## config.mk

```make
export PLATFORM = sky130hd
export DESIGN_NAME = lwts_dp
export DESIGN_NICKNAME = d
export VERILOG_FILES = /design/src/rtl/lwts_pkg.sv /design/src/rtl/lwts_dp.sv
export SDC_FILE = /design/constraint.sdc
export NUM_CORES = 2
export LEC_CHECK = 0
export BUFFER_PORTS_ARGS = -buffer_cell sky130_fd_sc_hd__buf_2
export CAP_MARGIN = 20
export CORE_MARGIN = 4
export CORE_UTILIZATION = 45
export DETAILED_ROUTE_END_ITERATION = 10
export PLACE_DENSITY = 0.61
export SYNTH_ARGS = -nofsm -noshare
export SYNTH_HDL_FRONTEND = slang
export SYNTH_SLANG_ARGS = --single-unit
```

## constraint.sdc

```tcl
create_clock -name clk_i -period 4.6 [get_ports clk_i]
set_input_delay 0.46 -clock clk_i [delete_from_list [all_inputs] [get_ports clk_i]]
set_output_delay 0.46 -clock clk_i [all_outputs]
set_load 0.01 [all_outputs]
```

## src/rtl/lwts_pkg.sv

```systemverilog
// Package of the write-back tag store: field widths, action codes, controller states
// and the command and status structs between controller and datapath. No dependencies.
package lwts_pkg;

  localparam int unsigned LinesDef      = 16;
  localparam int unsigned LineBytesDef  = 64;
  localparam int unsigned StreamBitsDef = 8;
  localparam int unsigned MaxResults    = 16;
  localparam int unsigned AddrW         = 32;
  localparam int unsigned StreamW       = 8;
  localparam int unsigned WayW          = 4;
  localparam int unsigned OffW          = 6;
  localparam int unsigned ActW          = 3;

  typedef enum logic [ActW-1:0] {
    ACT_READ     = 3'd0,
    ACT_WRITE    = 3'd1,
    ACT_FLUSH_S  = 3'd2,
    ACT_FLUSH_A  = 3'd3,
    ACT_INVAL_S  = 3'd4,
    ACT_INVAL_A  = 3'd5,
    ACT_CLEAR_S  = 3'd6,
    ACT_CLEAR_A  = 3'd7
  } action_e;

  typedef enum logic [2:0] {
    ST_IDLE,
    ST_LOOKUP,
    ST_UPDATE,
    ST_WALK,
    ST_EMIT
  } state_e;

  typedef struct packed {
    logic load;      // capture the input transaction
    logic lookup;    // register the tag compare and victim choice
    logic update;    // commit the access and register its result
    logic walk_clr;  // reset the maintenance walk
    logic walk_step; // handle the current line of the walk
  } cmd_t;

  typedef struct packed {
    logic is_access;
    logic walk_emit; // current walk line produces a result
    logic walk_last; // current walk line gives the final result of the walk
    logic walk_more; // a later line needs handling: dirty under the cap, or any selected one when dropping
  } sts_t;

endpackage

```

## src/rtl/lwts_dp.sv

```systemverilog
// Datapath of the tag store: line state, tag compare, recency ranks, maintenance
// walk and result assembly. Depends on lwts_pkg.
module lwts_dp import lwts_pkg::*; #(
  parameter int unsigned LINES       = LinesDef,
  parameter int unsigned LINE_BYTES  = LineBytesDef,
  parameter int unsigned STREAM_BITS = StreamBitsDef
) (
  input  logic               clk_i,
  input  logic               rst_ni,
  input  cmd_t               cmd_i,
  output sts_t               sts_o,
  input  logic [ActW-1:0]    action_i,
  input  logic [StreamW-1:0] stream_id_i,
  input  logic [AddrW-1:0]   byte_address_i,
  output logic               r_hit_o,
  output logic [WayW-1:0]    r_way_o,
  output logic [OffW-1:0]    r_byte_offset_o,
  output logic               r_writeback_o,
  output logic [StreamW-1:0] r_writeback_stream_o,
  output logic [AddrW-1:0]   r_writeback_line_address_o
);

  localparam int unsigned SlotW  = (LINES > 1) ? $clog2(LINES) : 1;
  localparam int unsigned OffB   = $clog2(LINE_BYTES);
  localparam int unsigned TagW   = AddrW - OffB;
  localparam int unsigned CntW   = $clog2(MaxResults + 1);

  logic [LINES-1:0]       valid_q, dirty_q;
  logic [STREAM_BITS-1:0] stream_q [LINES];
  logic [TagW-1:0]        tag_q    [LINES];
  logic [SlotW-1:0]       rank_q   [LINES];

  logic [ActW-1:0]        act_q;
  logic [STREAM_BITS-1:0] key_q;
  logic [AddrW-1:0]       addr_q;
  logic                   found_q;
  logic [SlotW-1:0]       way_q;
  logic [SlotW-1:0]       idx_q;
  logic [CntW-1:0]        cnt_q;

  logic [TagW-1:0] tag_in;
  assign tag_in = addr_q[AddrW-1:OffB];

  // match vector and victim (slot holding the highest rank)
  logic [LINES-1:0] match;
  logic             found_c;
  logic [SlotW-1:0] hit_way_c, vic_way_c;
  always_comb begin
    found_c   = 1'b0;
    hit_way_c = '0;
    vic_way_c = '0;
    for (int i = 0; i < LINES; i++) begin
      match[i] = valid_q[i] && stream_q[i] == key_q && tag_q[i] == tag_in;
      if (rank_q[i] == SlotW'(LINES - 1)) vic_way_c = SlotW'(i);
    end
    for (int i = LINES - 1; i >= 0; i--) begin
      if (match[i]) begin
        found_c   = 1'b1;
        hit_way_c = SlotW'(i);
      end
    end
  end

  // maintenance decode
  logic all_c, do_wb_c, drop_c;
  assign all_c   = act_q[0];
  assign do_wb_c = (act_q == ACT_FLUSH_S) || (act_q == ACT_FLUSH_A) ||
                   (act_q == ACT_CLEAR_S) || (act_q == ACT_CLEAR_A);
  assign drop_c  = act_q[2];

  logic [LINES-1:0] sel, emitv;
  logic             cap_ok;
  assign cap_ok = cnt_q < CntW'(MaxResults);
  always_comb begin
    for (int i = 0; i < LINES; i++) begin
      sel[i]   = valid_q[i] && (all_c || stream_q[i] == key_q);
      emitv[i] = sel[i] && do_wb_c && dirty_q[i];
    end
  end

  // later emitting line, with the cap applied after this one
  logic more_emit, more_any;
  always_comb begin
    more_emit = 1'b0;
    more_any  = 1'b0;
    for (int i = 0; i < LINES; i++) begin
      if (SlotW'(i) > idx_q) begin
        if (emitv[i]) more_emit = 1'b1;
        if (sel[i]) more_any = 1'b1;
      end
    end
  end

  logic cur_emit, cap_after, cur_drop;
  assign cur_emit  = emitv[idx_q] && cap_ok;
  // a dirty line beyond the cap stays valid and dirty, also under clear
  assign cur_drop  = sel[idx_q] && drop_c && !(emitv[idx_q] && !cap_ok);
  assign cap_after = (cnt_q + CntW'(cur_emit)) < CntW'(MaxResults);
  assign sts_o.is_access = (act_q == ACT_READ) || (act_q == ACT_WRITE);
  assign sts_o.walk_emit = cur_emit;
  assign sts_o.walk_last = !(more_emit && cap_after);
  assign sts_o.walk_more = (idx_q != SlotW'(LINES - 1)) &&
                           ((more_emit && cap_after) || (drop_c && more_any));

  logic [SlotW-1:0] w_c;
  assign w_c = found_q ? way_q : way_q;

  always_ff @(posedge clk_i or negedge rst_ni) begin
    if (!rst_ni) begin
      valid_q <= '0;
      dirty_q <= '0;
      for (int i = 0; i < LINES; i++) begin
        stream_q[i] <= '0;
        tag_q[i]    <= '0;
        rank_q[i]   <= SlotW'(i);
      end
      idx_q <= '0;
      cnt_q <= '0;
    end else begin
      if (cmd_i.walk_clr) begin
        idx_q <= '0;
        cnt_q <= '0;
      end
      if (cmd_i.update) begin
        for (int i = 0; i < LINES; i++) begin
          if (SlotW'(i) == w_c) begin
            rank_q[i] <= '0;
          end else if (rank_q[i] < rank_q[w_c]) begin
            rank_q[i] <= rank_q[i] + 1'b1;
          end
        end
        if (!found_q) begin
          valid_q[w_c]  <= 1'b1;
          dirty_q[w_c]  <= (act_q == ACT_WRITE);
          stream_q[w_c] <= key_q;
          tag_q[w_c]    <= tag_in;
        end else if (act_q == ACT_WRITE) begin
          dirty_q[w_c] <= 1'b1;
        end
      end
      if (cmd_i.walk_step) begin
        if (cur_emit) begin
          cnt_q <= cnt_q + 1'b1;
        end
        if (cur_emit || cur_drop) begin
          dirty_q[idx_q] <= 1'b0;
        end
        if (cur_drop) begin
          valid_q[idx_q] <= 1'b0;
        end
        idx_q <= idx_q + 1'b1;
      end
    end
  end

  always_ff @(posedge clk_i) begin
    if (cmd_i.load) begin
      act_q  <= action_i;
      key_q  <= STREAM_BITS'(stream_id_i);
      addr_q <= byte_address_i;
    end
    if (cmd_i.lookup) begin
      found_q <= found_c;
      way_q   <= found_c ? hit_way_c : vic_way_c;
    end
  end

  // result fields for the current step
  logic [TagW-1:0]        r_tag;
  logic [STREAM_BITS-1:0] r_str;
  logic                   r_wb;
  logic [SlotW-1:0]       r_slot;
  always_comb begin
    if (sts_o.is_access) begin
      r_slot          = way_q;
      r_hit_o         = found_q;
      r_wb            = !found_q && valid_q[way_q] && dirty_q[way_q];
      r_byte_offset_o = OffW'(addr_q & AddrW'(LINE_BYTES - 1));
    end else begin
      r_slot          = idx_q;
      r_hit_o         = 1'b0;
      r_wb            = 1'b1;
      r_byte_offset_o = '0;
    end
    r_tag                      = tag_q[r_slot];
    r_str                      = stream_q[r_slot];
    r_way_o                    = WayW'(r_slot);
    r_writeback_o              = r_wb;
    r_writeback_stream_o       = r_wb ? StreamW'(r_str) : '0;
    r_writeback_line_address_o = r_wb ? {r_tag, OffB'(0)} : '0;
  end

endmodule

```

==> metrics.md <==
| Metric | Value |
|---|---|
| Status | complete, no violations |
| Hold endpoint | w_c[3]$_DFFE_PP_ |
| Die area | 100000 um2 |
| Top post-synthesis cells by area | dfrtp_1, mux2_2, xnor2_1, nand2_1, nand4_1 |
| Final HPWL DP | 113 mm |
| Diode count | 0 |
| Top post-synthesis cells by count | nand2_1, dfrtp_1, mux2_2 |
| CP startpoint kind | flip-flop |
| CP most frequent cell | buf_4 |
| # port buffers | 99 |
| Max Fclk | 0.219 GHz |
| Final setup violation count | 0 |
| Final Hold Viols | 0 |
| Filler cells | 8629 |
| Pre-antenna DRT Iters | 5 |
| Synth top area share | 36.1% |
| Initial antenna violation count | 9 |
| Kind of end point of the critical path | output port |
| Avg Cell Area, Syn | 9.95 um2 |
| DRT iter0 DRCs | 4085 |
| # DRC | 0 |
| Share of layout cells above drive strength 1 | 24.1% |
| Yosys reg bits | 697 |
| GRT overflow | 0 |
| CP cell instances | nor2_2 -> buf_4 -> mux2i_4 -> buf_16 -> and3_1 -> a311oi_2 -> a21oi_1 -> buf_4 -> nand2_1 -> o311a_1 -> buf_2 |
| Worst Tran Pin Value | 1.07 ns |
| Pin count of the biggest net entering global routing | 137 |
| CTS tree | done |
| Post-route antenna net violation count | 0 |
| Seq/Total Area, Yosys | 41.4% |
| CTS clk-pin slew, worst paths | 0.06 ns |
| Yosys top cell by area | dfrtp_1 |
| Power, Total | 0.0334 W |
| Post-synthesis cell count | 4303 |
| Critical path's largest stage delay | 0.56 ns |
| Nets@finish | 4494 |
| Synthesized area | 42800 um2 |
| Drt wl/cell | 27.8 um |
| CTS root buf | clkbuf_16 |
| Yosys warnings | 0 |
| Worst Reg-to-Reg Cells | 9 |
| Main synth FF type | dfrtp_1 |
| Final WL | 158 mm |
| Num rows | 112 |
| Post-route minimum period | 4.56 ns |
| Drt via density | 6.24 |
| Period utilization | 99.1% |
| Ports | 106 |
| Fin. max-slew vios | 0 |
| Hold depth | 1 |
| Clock Latency Late Sink | 0.67 ns |
| Core area | 93900 um2 |
| Inserted Clock Buffers | 82 |
| Crit-path slowest cell | edfxtp_1 |
| Most common cell in the synthesized netlist | nand2_1 |
| End of the worst register-to-register path | w_c[0]$_DFFE_PP_ |
| Critical path data arrival time | 4.10 ns |
| Ys async rst share | 93.1% |
| Vert. Die Dim | 317 um |
| Max-cap violation count | 0 |
| Critical Path Fanout Max | 136 |
| Reg2Reg Setup Slack | 0.14 ns |
| Max IR drop VDD | 0.000392 V |
| CP Class | reg -> out |
| GPL Wtd Cong | 1.03 |
| Vias | 35600 |
| Die X | 317 um |
| EDFF count, synth | 48 |
| Slew headroom | 28.2% |
| Synth cell types | 77 |
| RSZ-0062 raised after global routing | true |
| Hold WS | 0.0945 ns |
| Max clock buf depth | 3 |
| CP Data Required Time | 4.14 ns |
| Clock Skew | 0.0256 ns |
| Worst hold start | cmd_i[3] |
| Hold Path Class | in -> reg |
| CTS sink count | 697 |
| Vias in the first global route | 34200 |
| Initial Util | 45.6% |
| Leakage | 19.6 nW |
| Gr usage total | 31.2% |
| H-tree depth | 3 |
| Area Growth Syn to Fin | 13.4% |
| RR Startpoint | addr_q[22]$_DFFE_PP_ |
| First-pass GRT wire length | 233 mm |
| Power density cells | 687 nW/um2 |
==> kinds of logic (layout without fill, tap and decap cells) <==
kind of cell | count (synthesis) | after routing | synth area share [%]
mux | 576 | 576 | 15.7
flops | 697 | 697 | 41.4
xor+xnor | 561 | 561 | 11.5
simple gates | 1461 | 1461 | 16.5
buf+inv | 409 | 542 | 4.07
fa+ha+maj | 69 | 69 | 2.02
other cells | 1 | 6 | 0.00876
compound gates | 529 | 529 | 8.87
==> layout make-up <==
cell class | count | area [um2] | share of cell area, %
inverters | 46 | 188 | 0.387
clock inverters | 39 | 448 | 0.923
well taps | 1254 | 1570 | 3.23
clock buffers | 111 | 2270 | 4.68
flip-flops and latches | 697 | 17700 | 36.5
repair buffers | 346 | 2790 | 5.75
multi-input cells | 3202 | 23600 | 48.5
==> metrics by stage <==
step / instance area (um2) / util (%) / setup TNS (ns) / cells / setup WS (ns)
finish: 48600 / 51.7 / 0 / 5695 / 0.0413
global route: 48600 / 51.7 / -0.0761 / 5695 / -0.0547
CTS: 48500 / 51.7 / 0 / 5695 / 0.0173
detailed placement: 45300 / 48.3 / 0 / 5500 / 0.103
global placement: 45300 / 48.3 / -0.756 / 5500 / -0.509
floorplan: 42800 / - / 0 / 4308 / 0.735
==> layout by cell type (no fill, tap or decap), types with 33 or more instances in the layout <==
cell and count:
buf_4 177, buf_2 98, a311oi_1 101, nor2_1 107, a31oi_1 60, nor3_1 33
mux2_2 548, a21oi_1 89, ha_1 69, nand2_1 680, o21ai_0 75, edfxtp_1 48
dlygate4sd3_1 44, clkbuf_16 84, inv_1 39, o311a_1 34, nor4_1 33, and3_1 149
dfrtp_1 617, nand4_1 244, nand3_1 93, xnor2_1 537
==> repair_timing <==
action,in CTS,in global routing
pin swaps,0,0
gates resized for setup,2,6
endpoints found under the setup margin,4,5
buffers inserted,1,0
endpoints found under the hold margin,121,0
hold buffers,44,0
==> where the power goes <==
group | switching, W | internal, W | leakage, nW | total (W)
combinational | 0.00792 | 0.00658 | 9.65 | 0.0145
clock | 0.00281 | 0.00393 | 1.33 | 0.00674
sequential | 0.00317 | 0.00894 | 8.63 | 0.0121
==> worst max-delay path: cells and delay by family (launching register included) <==
family / cells / cell delay, ns
compound gates: 3 / 0.58
simple gates: 3 / 0.62
mux: 1 / 0.39
flops: 1 / 0.56
buf+inv: 4 / 1.14
==> how the worst max path moves through the flow <==
stage	depth (start not counted)	start	slack, ns	end
floorplan	14	w_c[1]$_DFFE_PP_	0.74	rank_q[55]$_DFFE_PN0P_
global placement	9	addr_q[22]$_DFFE_PP_	-0.51	w_c[0]$_DFFE_PP_
detailed placement	9	addr_q[22]$_DFFE_PP_	0.10	w_c[0]$_DFFE_PP_
CTS	11	act_q[1]$_DFFE_PP_	0.02	r_writeback_line_address_o[26]
global route	11	act_q[1]$_DFFE_PP_	-0.05	r_writeback_line_address_o[26]
finish	11	act_q[1]$_DFFE_PP_	0.04	r_writeback_line_address_o[26]
==> routing by layer <==
layer | part of all wire (%) | routed length [um] | global-route usage [%]
met4 | 5.4 | 8490 | 13.8
met5 | 0.029 | 46 | 0.0484
met1 | 41 | 65200 | 41.9
met3 | 8.1 | 12800 | 5.72
met2 | 45 | 71800 | 49.5
==> flip-flops by register name (all words and copies together), names as in the netlist <==
name / cells
found_q: 1
idx_q: 4
key_q: 8
cnt_q: 5
stream_q: 128
valid_q: 16
act_q: 3
dirty_q: 16
addr_q: 32
tag_q: 416
w_c: 4
rank_q: 64
Note: power is estimated with default switching activity, not from simulation.
