File: config.mk
export PLATFORM = sky130hd
export DESIGN_NAME = lwts_ctrl
export DESIGN_NICKNAME = d
export VERILOG_FILES = /design/src/rtl/lwts_pkg.sv /design/src/rtl/lwts_ctrl.sv
export SDC_FILE = /design/constraint.sdc
export NUM_CORES = 1
export LEC_CHECK = 0
export BUFFER_PORTS_ARGS = -buffer_cell sky130_fd_sc_hd__buf_4
export CAP_MARGIN = 10
export CORE_AREA = 2 2 39 41
export CTS_CLUSTER_SIZE = 30
export DETAILED_ROUTE_END_ITERATION = 10
export DIE_AREA = 0 0 41 43
export GPL_TIMING_DRIVEN = 0
export PLACE_DENSITY_LB_ADDON = 0.2
export SETUP_SLACK_MARGIN = 0.05
export SLEW_MARGIN = 20
export SYNTH_ARGS = -nofsm -noshare
export SYNTH_HDL_FRONTEND = slang
export SYNTH_SLANG_ARGS = --single-unit
File: constraint.sdc
create_clock -name clk_i -period 3 [get_ports clk_i]
set_input_delay 0.15 -clock clk_i [delete_from_list [all_inputs] [get_ports clk_i]]
set_output_delay 0.15 -clock clk_i [all_outputs]
set_load 0.05 [all_outputs]
File: src/rtl/lwts_pkg.sv
// Package of the write-back tag store: field widths, action codes, controller states
// and the command and status structs between controller and datapath. No dependencies.
package lwts_pkg;

  localparam int unsigned LinesDef      = 16;
  localparam int unsigned LineBytesDef  = 64;
  localparam int unsigned StreamBitsDef = 8;
  localparam int unsigned MaxResults    = 16;
  localparam int unsigned AddrW         = 32;
  localparam int unsigned StreamW       = 8;
  localparam int unsigned WayW          = 4;
  localparam int unsigned OffW          = 6;
  localparam int unsigned ActW          = 3;

  typedef enum logic [ActW-1:0] {
    ACT_READ     = 3'd0,
    ACT_WRITE    = 3'd1,
    ACT_FLUSH_S  = 3'd2,
    ACT_FLUSH_A  = 3'd3,
    ACT_INVAL_S  = 3'd4,
    ACT_INVAL_A  = 3'd5,
    ACT_CLEAR_S  = 3'd6,
    ACT_CLEAR_A  = 3'd7
  } action_e;

  typedef enum logic [2:0] {
    ST_IDLE,
    ST_LOOKUP,
    ST_UPDATE,
    ST_WALK,
    ST_EMIT
  } state_e;

  typedef struct packed {
    logic load;      // capture the input transaction
    logic lookup;    // register the tag compare and victim choice
    logic update;    // commit the access and register its result
    logic walk_clr;  // reset the maintenance walk
    logic walk_step; // handle the current line of the walk
  } cmd_t;

  typedef struct packed {
    logic is_access;
    logic walk_emit; // current walk line produces a result
    logic walk_last; // current walk line gives the final result of the walk
    logic walk_more; // a later line needs handling: dirty under the cap, or any selected one when dropping
  } sts_t;

endpackage

File: src/rtl/lwts_ctrl.sv
// Controller state machine of the tag store: sequences lookup, update and the
// maintenance walk. Depends on lwts_pkg.
module lwts_ctrl import lwts_pkg::*; (
  input  logic clk_i,
  input  logic rst_ni,
  input  logic in_valid_i,
  output logic in_ready_o,
  input  logic out_free_i,
  input  sts_t sts_i,
  output cmd_t cmd_o,
  output logic out_push_o,
  output logic out_last_o
);

  state_e state_q, state_d;

  always_ff @(posedge clk_i or negedge rst_ni) begin
    if (!rst_ni) begin
      state_q <= ST_IDLE;
    end else begin
      state_q <= state_d;
    end
  end

  always_comb begin
    state_d = state_q;
    unique case (state_q)
      ST_IDLE:   if (in_valid_i) state_d = ST_LOOKUP;
      ST_LOOKUP: state_d = sts_i.is_access ? ST_UPDATE : ST_WALK;
      ST_UPDATE: if (out_free_i) state_d = ST_IDLE;
      ST_WALK: begin
        if (sts_i.walk_emit) begin
          if (out_free_i) state_d = sts_i.walk_more ? ST_WALK : ST_IDLE;
        end else if (!sts_i.walk_more) begin
          state_d = ST_IDLE;
        end
      end
      default:   state_d = ST_IDLE;
    endcase
  end

  always_comb begin
    cmd_o      = '0;
    in_ready_o = 1'b0;
    out_push_o = 1'b0;
    out_last_o = 1'b0;
    unique case (state_q)
      ST_IDLE: begin
        in_ready_o = 1'b1;
        cmd_o.load = in_valid_i;
      end
      ST_LOOKUP: begin
        cmd_o.lookup   = 1'b1;
        cmd_o.walk_clr = 1'b1;
      end
      ST_UPDATE: begin
        cmd_o.update = out_free_i;
        out_push_o   = out_free_i;
        out_last_o   = 1'b1;
      end
      ST_WALK: begin
        // hold on a result line until the output register is free
        cmd_o.walk_step = !sts_i.walk_emit || out_free_i;
        out_push_o      = sts_i.walk_emit && out_free_i;
        out_last_o      = sts_i.walk_last;
      end
      default: ;
    endcase
  end

endmodule

==> results.txt, run 1 <==
----------------------------------------------------
[Run status]
  Run status ... finished clean

[Critical path]
  Cell Chain, Critical Path ... buf_2 > and2b_2 > buf_4 > buf_4
  Cell with the biggest individual delay on the critical path ... sky130_fd_sc_hd__dfrtp_1
  Depth of the worst register-to-register path ... 3
  CP arrival ... 1.30 ns
  Internal reg-to-reg setup slack ... 1.96 ns
  Crit path max fanout ... 10
  Start-to-end type of the worst setup path ... register to output pin
  Kind of end point of the critical path ... output pin
  Count of buffer and inverter cells on the critical path ... 3
  Category of cells accounting for the largest share of critical-path delay ... buffers and inverters
  Most common cell on crit path ... sky130_fd_sc_hd__buf_4
  Critical register-to-register path endpoint ... state_q[0]
  Origin of the critical flop-to-flop path ... state_q[1]
  Category of the worst setup path launch point ... register
  Max incr delay on CP ... 0.37 ns
  Data required, critical path ... 2.85 ns

[Cells and area]
  Antenna diode count ... 0
  Number of standard cells in the final layout excluding fillers ... 60
  Largest regs ... state_q: 2 flops
  Number of flip-flops in the largest register ... 2
  Post-route cell area ... 370 um^2
  Net count, final ... 54
  Area Growth Syn to Fin ... 80.5%
  Utilization after layout ... 26.8%
  Share of post-route cells with drive strength above 1 ... 56.8%
  Register ranked first by flip-flop count ... state_q

[Die]
  Effective utilization at floorplan ... 14.8%
  Top-level I/O count ... 16
  Total Die Area ... 1760 um^2
  Die Wd ... 41 um
  Core area ... 1380 um^2
  Standard-cell rows ... 14
  Die boundary height ... 43 um

[Timing]
  Highest clock rate ... 690 MHz
  Setup slack of the critical path after layout ... 1.55 ns
  Slew margin rel. ... 82.6%
  Number of setup violations in the final report ... 0
  Post-route setup TNS ... 0 ns
  Final worst path period need ... 1.45 ns
  Setup skew after layout ... 0.00104 ns
  Hold slack final ... 0.144 ns
  Transition time of the tightest slew-check pin ... 0.261 ns
  Unrepaired setup endpoints after global routing ... no
  Tcrit/Tclk final ... 48.3%
  Fin. Hold Viols ... 0
  Final Max Tran Viols ... 0

[Placement]
  PortBufs ... 15
  RePlAce Congestion ... 0.566
  DP HPWL ... 433 um
  Placed cell count ... 56
  Placed cell areas ... 338 um^2
  Pre-CTS setup slack ... 1.79 ns

[Synthesis]
  Post-synthesis sequential element count ... 2
  Post-synth top area share ... 24.4%
  Leading cell types by total area after synthesis ... sky130_fd_sc_hd__dfrtp_1, sky130_fd_sc_hd__o311ai_4, sky130_fd_sc_hd__o211ai_2
  Largest family of logic cells by synthesized area ... simple AND/OR/NAND/NOR gates
  Simple-gate share of the synthesized area ... 30.5%
  Syn Nets ... 33
  Count of mapped cells out of synthesis ... 25
  Count of synthesis-stage warnings from yosys ... 0
  Distinct cell type count after synthesis ... 18
  Sequential area share after synthesis ... 24.4%
  Yosys top cell by area ... sky130_fd_sc_hd__dfrtp_1
  Fraction of the mapped netlist area in compound gates ... 28.7%
  Syn Std Cell Area ... 205 um^2
  Xor/xnor share of the synthesized area ... 0%
  Portion of netlist area occupied by mux cells ... 4.88%
  Share of synthesized cell area in full adder, half adder and majority cells ... 0%
  Synthesized area per cell ... 8.21 um^2

[Power and ir drop]
  Power density cells ... 1310 nW/um^2
  Overall power after layout ... 0.484 mW
  Leakage ... 0.186 nW
  Highest ir drop seen on vdd ... 0.000260 V

[Clock network]
  Count of hold buffers inserted by post-cts repair ... 1
  Clock Latency Late Sink ... 0.22 ns
  Post-CTS clock slew at the launch and capture registers of the worst setup and hold paths ... 0.03 ns
  TritonCTS clock tree ... built
  Clock root buffer master ... sky130_fd_sc_hd__clkbuf_4
  Post-CTS resize count ... 0
  Clock Sink Count ... 2
  Total clock buffers created by CTS ... 3
  Largest buffer count on any clock path ... 2
  Post-CTS setup buffer count ... 0
  H-Tree Depth ... 1

[Routing]
  Post-route ant nets ... 0
  Drt drc ... 0
  Routed wire length ... 538 um
  Per-cell routed wire length ... 8.97 um
  First-pass iteration count of the detailed router ... 2
  Via density per instance ... 3.93
  Number of DRC violations after detailed-routing iteration 0 ... 1
  Routed via count ... 236

[Worst hold path]
  Cells on Worst Hold Path ... 2
  Worst hold-check path type ... primary input to register
  Sink of the worst hold path ... state_q[1]
  Hold wc startpoint ... out_free_i

[Job]
  Max capacitance violation total ... 0

[Global routing]
  Number of antenna violations at the first check in global routing ... 0
  Tot GR Track Use ... 7.42%
  Global-route wire length before repair ... 869 um
  Via count of the first global-routing pass ... 236
  Global route total overflow ... 0
  Largest net degree at the start of global routing ... 11

----------------------------------------------------
metal layers:
metal,up-vias,GRT usage (%),share of wire [%]
li1,123,-,-
met1,107,6.73,38
met2,6,12.8,56
met3,0,3.14,5.2
met4,0,4.00,0
met5,-,0,0
layout make-up:
cell class                      count  area, um^2
Buffer                              2        12.5
Clock buffer                        3        22.5
Fill cell                         154        1010
Inverter                            3        11.3
Multi-Input combinational cell     18         131
Sequential cell                     2        50.0
Tap cell                           16        20.0
Timing Repair Buffer               16         123
synthesized netlist by cell type:
cell / number
sky130_fd_sc_hd__mux2i_1: 1
sky130_fd_sc_hd__inv_2: 1
sky130_fd_sc_hd__nor2_1: 2
sky130_fd_sc_hd__buf_4: 1
sky130_fd_sc_hd__nor2b_1: 1
sky130_fd_sc_hd__nand2_1: 2
sky130_fd_sc_hd__nor3b_1: 1
sky130_fd_sc_hd__o211ai_2: 1
sky130_fd_sc_hd__o21ai_0: 2
sky130_fd_sc_hd__and2b_2: 1
sky130_fd_sc_hd__nand3_1: 2
sky130_fd_sc_hd__buf_2: 1
sky130_fd_sc_hd__and2_1: 1
sky130_fd_sc_hd__a21oi_1: 2
sky130_fd_sc_hd__nand2b_2: 1
sky130_fd_sc_hd__dfrtp_1: 2
sky130_fd_sc_hd__inv_1: 2
sky130_fd_sc_hd__o311ai_4: 1
worst max-delay path by stage:
stage                          start        to  cells past startpoint
after global routing      state_q[0]  cmd_o[3]                      4
after CTS                 state_q[0]  cmd_o[3]                      4
after floorplan           state_q[0]  cmd_o[4]                      3
after detailed placement  state_q[0]  cmd_o[3]                      4
after global placement    state_q[0]  cmd_o[3]                      4
final                     state_q[0]  cmd_o[3]                      4
placed cells by master, fill, tap and decap left out:
cell / n
sky130_fd_sc_hd__buf_2: 1
sky130_fd_sc_hd__clkbuf_4: 3
sky130_fd_sc_hd__o211ai_2: 1
sky130_fd_sc_hd__dlygate4sd3_1: 1
sky130_fd_sc_hd__a21oi_1: 2
sky130_fd_sc_hd__and2b_2: 1
sky130_fd_sc_hd__inv_1: 2
sky130_fd_sc_hd__nor3b_1: 1
sky130_fd_sc_hd__nand2_1: 2
sky130_fd_sc_hd__o21ai_0: 2
sky130_fd_sc_hd__nor2b_1: 1
sky130_fd_sc_hd__and2_1: 1
sky130_fd_sc_hd__nand2b_2: 1
sky130_fd_sc_hd__mux2i_1: 1
sky130_fd_sc_hd__buf_4: 16
sky130_fd_sc_hd__dfrtp_1: 2
sky130_fd_sc_hd__inv_2: 1
sky130_fd_sc_hd__nand3_1: 2
sky130_fd_sc_hd__o311ai_4: 1
sky130_fd_sc_hd__nor2_1: 2
cells by family after synthesis:
family / Yosys count
buf+inv: 5
mux: 1
flops: 2
simple gates: 11
compound gates: 6
power breakdown:
| part | switching [mW] | internal [mW] |
|---|---|---|
| Clock | 0.0165 | 0.0443 |
| Sequential | 0.0154 | 0.0411 |
| Combinational | 0.243 | 0.123 |
(Power assumes the default switching activity.)
==> run 2: changes to the inputs <==
Clock period 3 ns to 1.3 ns, I/O delays scaled along.
==> run 2 against run 1 <==
  * Utilization rose by 4.6 points
  * Clock skew rose by 0.0011 ns
  * Register-to-register slack got worse by 1.7 ns
  * Sequential power rose to 2.6 times the previous value
  * Via count rose by 8.1%
  * Global-route usage rose by 0.90 points
  * Power rose to 2.7 times the previous value
  * Count of clock-buffer cells in the layout did not move
  * Sequential cell count did not move
  * Critical path depth did not move
  * Setup slack got worse by 1.5 ns
  * First-iteration DRC count rose by 100%
  * Critical endpoint unchanged
  * Largest cell class unchanged
==> results.txt, run 2 (same netlist as run 1, synthesis figures left out) <==
----------------------------------------------------
[Job]
  Max capacitance violation total ... 0 (unchanged)

[Routing]
  Routed wire length ... 581 um (was 538 um)
  DR top layer ... met3 (unchanged)
  Drt drc ... 0 (unchanged)
  Via density per instance ... 4.11 (was 3.93)
  First-pass iteration count of the detailed router ... 2 (unchanged)
  Routed via count ... 255 (was 236)
  Met1 wire length ... 269 um (was 207 um)
  Post-route ant nets ... 0 (unchanged)
  Met3 wirelength from detailed routing ... 63 um (was 28 um)
  Routed length on met2 ... 248 um (was 303 um)
  Number of DRC violations after detailed-routing iteration 0 ... 2 (was 1)
  Per-cell routed wire length ... 9.37 um (was 8.97 um)

[Die]
  Die Wd ... 41 um (unchanged)
  Total Die Area ... 1760 um^2 (unchanged)
  Die boundary height ... 43 um (unchanged)
  Standard-cell rows ... 14 (unchanged)
  Effective utilization at floorplan ... 14.8% (unchanged)
  Top-level I/O count ... 16 (unchanged)
  Core area ... 1380 um^2 (unchanged)

[Clock network]
  TritonCTS clock tree ... built (unchanged)
  Clock Latency Late Sink ... 0.23 ns (was 0.22 ns)
  Post-CTS clock slew at the launch and capture registers of the worst setup and hold paths ... 0.03 ns (about the same)
  Clock Sink Count ... 2 (unchanged)
  Largest buffer count on any clock path ... 2 (unchanged)
  Clock root buffer master ... sky130_fd_sc_hd__clkbuf_4 (unchanged)
  Total clock buffers created by CTS ... 3 (unchanged)
  H-Tree Depth ... 1 (unchanged)

[Timing]
  Final worst path period need ... 1.27 ns
  Tcrit/Tclk final ... 97.8%
  Slew margin rel. ... 73.5% (was 82.6%)
  Post-route setup TNS ... 0 ns (unchanged)
  Unrepaired setup endpoints after global routing ... yes (was no)
  Transition time of the tightest slew-check pin ... 0.397 ns (was 0.261 ns)
  Number of setup violations in the final report ... 0 (unchanged)
  Final Max Tran Viols ... 0 (unchanged)
  Setup skew after layout ... 0.00212 ns (was 0.00104 ns)
  Fin. Hold Viols ... 0 (unchanged)
  Hold slack final ... 0.0576 ns (was 0.144 ns)
  Highest clock rate ... 786 MHz

[Critical path]
  Launch point of the worst path ... state_q[0] (unchanged)
  Cell Chain, Critical Path ... buf_6 > and2b_2 > buf_6 > buf_8 (was buf_2 > and2b_2 > buf_4 > buf_4)
  Origin of the critical flop-to-flop path ... state_q[1] (unchanged)
  Critical register-to-register path endpoint ... state_q[0] (unchanged)
  Kind of end point of the critical path ... output pin (unchanged)
  Depth of the worst register-to-register path ... 3 (unchanged)
  Cell with the biggest individual delay on the critical path ... sky130_fd_sc_hd__dfrtp_1 (unchanged)
  Max incr delay on CP ... 0.39 ns (was 0.37 ns)
  Start-to-end type of the worst setup path ... register to output pin (unchanged)
  CP arrival ... 1.21 ns (was 1.30 ns)
  Data required, critical path ... 1.24 ns (was 2.85 ns)
  Internal reg-to-reg setup slack ... 0.25 ns (was 1.96 ns)
  Most common cell on crit path ... sky130_fd_sc_hd__buf_6 (was sky130_fd_sc_hd__buf_4)
  Crit path max fanout ... 5 (was 10)
  Category of the worst setup path launch point ... register (unchanged)

[Placement]
  Placed cell count ... 56 (unchanged)
  DP HPWL ... 419 um (was 433 um)
  RePlAce Congestion ... 0.711 (was 0.566)
  Placed cell areas ... 358 um^2 (was 338 um^2)
  PortBufs ... 15 (unchanged)

[Cells and area]
  Number of flip-flops in the largest register ... 2 (unchanged)
  Most common library cell in the layout ignoring fill and taps ... sky130_fd_sc_hd__buf_4 (unchanged)
  Net count, final ... 56 (was 54)
  Number of standard cells in the final layout excluding fillers ... 62 (was 60)
  Post-route cell area ... 434 um^2 (was 370 um^2)
  Register ranked first by flip-flop count ... state_q (unchanged)
  Largest regs ... state_q: 2 flops (unchanged)
  Share of post-route cells with drive strength above 1 ... 67.4% (was 56.8%)
  Antenna diode count ... 0 (unchanged)
  Most used cells in the layout excluding fill and tap cells ... sky130_fd_sc_hd__buf_4, sky130_fd_sc_hd__buf_6, sky130_fd_sc_hd__clkbuf_4 (was sky130_fd_sc_hd__buf_4, sky130_fd_sc_hd__clkbuf_4)
  Final-layout fill cell count ... 157 (was 154)
  Area Growth Syn to Fin ... 112% (was 80.5%)

[Power and ir drop]
  Highest ir drop seen on vdd ... 0.000978 V (was 0.000260 V)
  Overall power after layout ... 1.30 mW (was 0.484 mW)
  Power density cells ... 3000 nW/um^2 (was 1310 nW/um^2)
  Leakage ... 0.208 nW (was 0.186 nW)

[Global routing]
  Largest net degree at the start of global routing ... 7 (was 11)
  Global-route wire length before repair ... 917 um (was 869 um)
  Via count of the first global-routing pass ... 226 (was 236)
  Global route total overflow ... 0 (unchanged)
  Number of antenna violations at the first check in global routing ... 0 (unchanged)
  Tot GR Track Use ... 8.32% (was 7.42%)

[Worst hold path]
  Hold wc startpoint ... out_free_i (unchanged)
  Sink of the worst hold path ... state_q[1] (unchanged)
  Worst hold-check path type ... primary input to register (unchanged)
  Cells on Worst Hold Path ... 2 (unchanged)

[Run status]
  Run status ... finished clean (unchanged)

----------------------------------------------------
run 2: cell types whose count changed in the layout (fill, tap and decap cells not counted):
cell                      change
sky130_fd_sc_hd__and2_1       -1
sky130_fd_sc_hd__and2_4       +1
sky130_fd_sc_hd__buf_4        -3
sky130_fd_sc_hd__buf_6        +3
sky130_fd_sc_hd__buf_8        +2
sky130_fd_sc_hd__dfrtp_1      -1
sky130_fd_sc_hd__dfrtp_2      +1
sky130_fd_sc_hd__nor2_1       -1
sky130_fd_sc_hd__nor2_4       +1
sky130_fd_sc_hd__nor3b_1      -1
sky130_fd_sc_hd__nor3b_4      +1
run 2: cell type report:
cell class | count | area (um^2) | share of cell area, %
clock buffers | 3 | 22.5 | 5.19
repair buffers | 18 | 154 | 35.4
inverters | 3 | 11.3 | 2.59
multi-input cells | 18 | 153 | 35.2
plain buffers | 2 | 22.5 | 5.19
flip-flops and latches | 2 | 51.3 | 11.8
well taps | 16 | 20.0 | 4.61
run 2: per-stage QoR:
stage,setup WS [ns],util [%]
finish,0.0283,31.4
global route,-0.0194,31.4
CTS,0.0116,30.7
detailed placement,0.148,25.9
global placement,0.141,25.9
floorplan,-0.0957,-
run 2: power by group:
| part | switching, mW | total, mW | leakage [nW] | internal [mW] |
|---|---|---|---|---|
| sequential | 0.0475 | 0.146 | 0.0228 | 0.0984 |
| combinational | 0.603 | 1.02 | 0.172 | 0.414 |
| clock | 0.0377 | 0.140 | 0.0138 | 0.102 |
run 2: worst max path at each step:
stage	endpoint	slack [ns]
floorplan	out_push_o	-0.1
detailed placement	cmd_o[3]	0.15
finish	cmd_o[3]	0.03
global route	cmd_o[3]	-0.02
global placement	cmd_o[3]	0.14
CTS	cmd_o[3]	0.01
run 2: metal layers:
| layer | vias to the layer above | GRT usage (%) |
|---|---|---|
| li1 | 126 | - |
| met1 | 116 | 10.3 |
| met2 | 13 | 10.3 |
| met3 | 0 | 3.14 |
| met4 | 0 | 8.00 |
| met5 | - | 0 |
run 2: worst max-delay path: cells and delay by family (launching register included):
family / cells / cell delay (ns)
DFF: 1 / 0.39
buffers and inverters: 3 / 0.39
and+or+nand+nor: 1 / 0.20
run 2: what timing repair did:
action / in CTS / in global routing
gates resized for setup: 7 / 3
buffers inserted: 1 / 0
gates cloned: 1 / 0
endpoints found under the setup margin: 5 / 5
hold buffers: 1 / 0
pin swaps: 0 / 2
hold endpoints to repair: 2 / 0
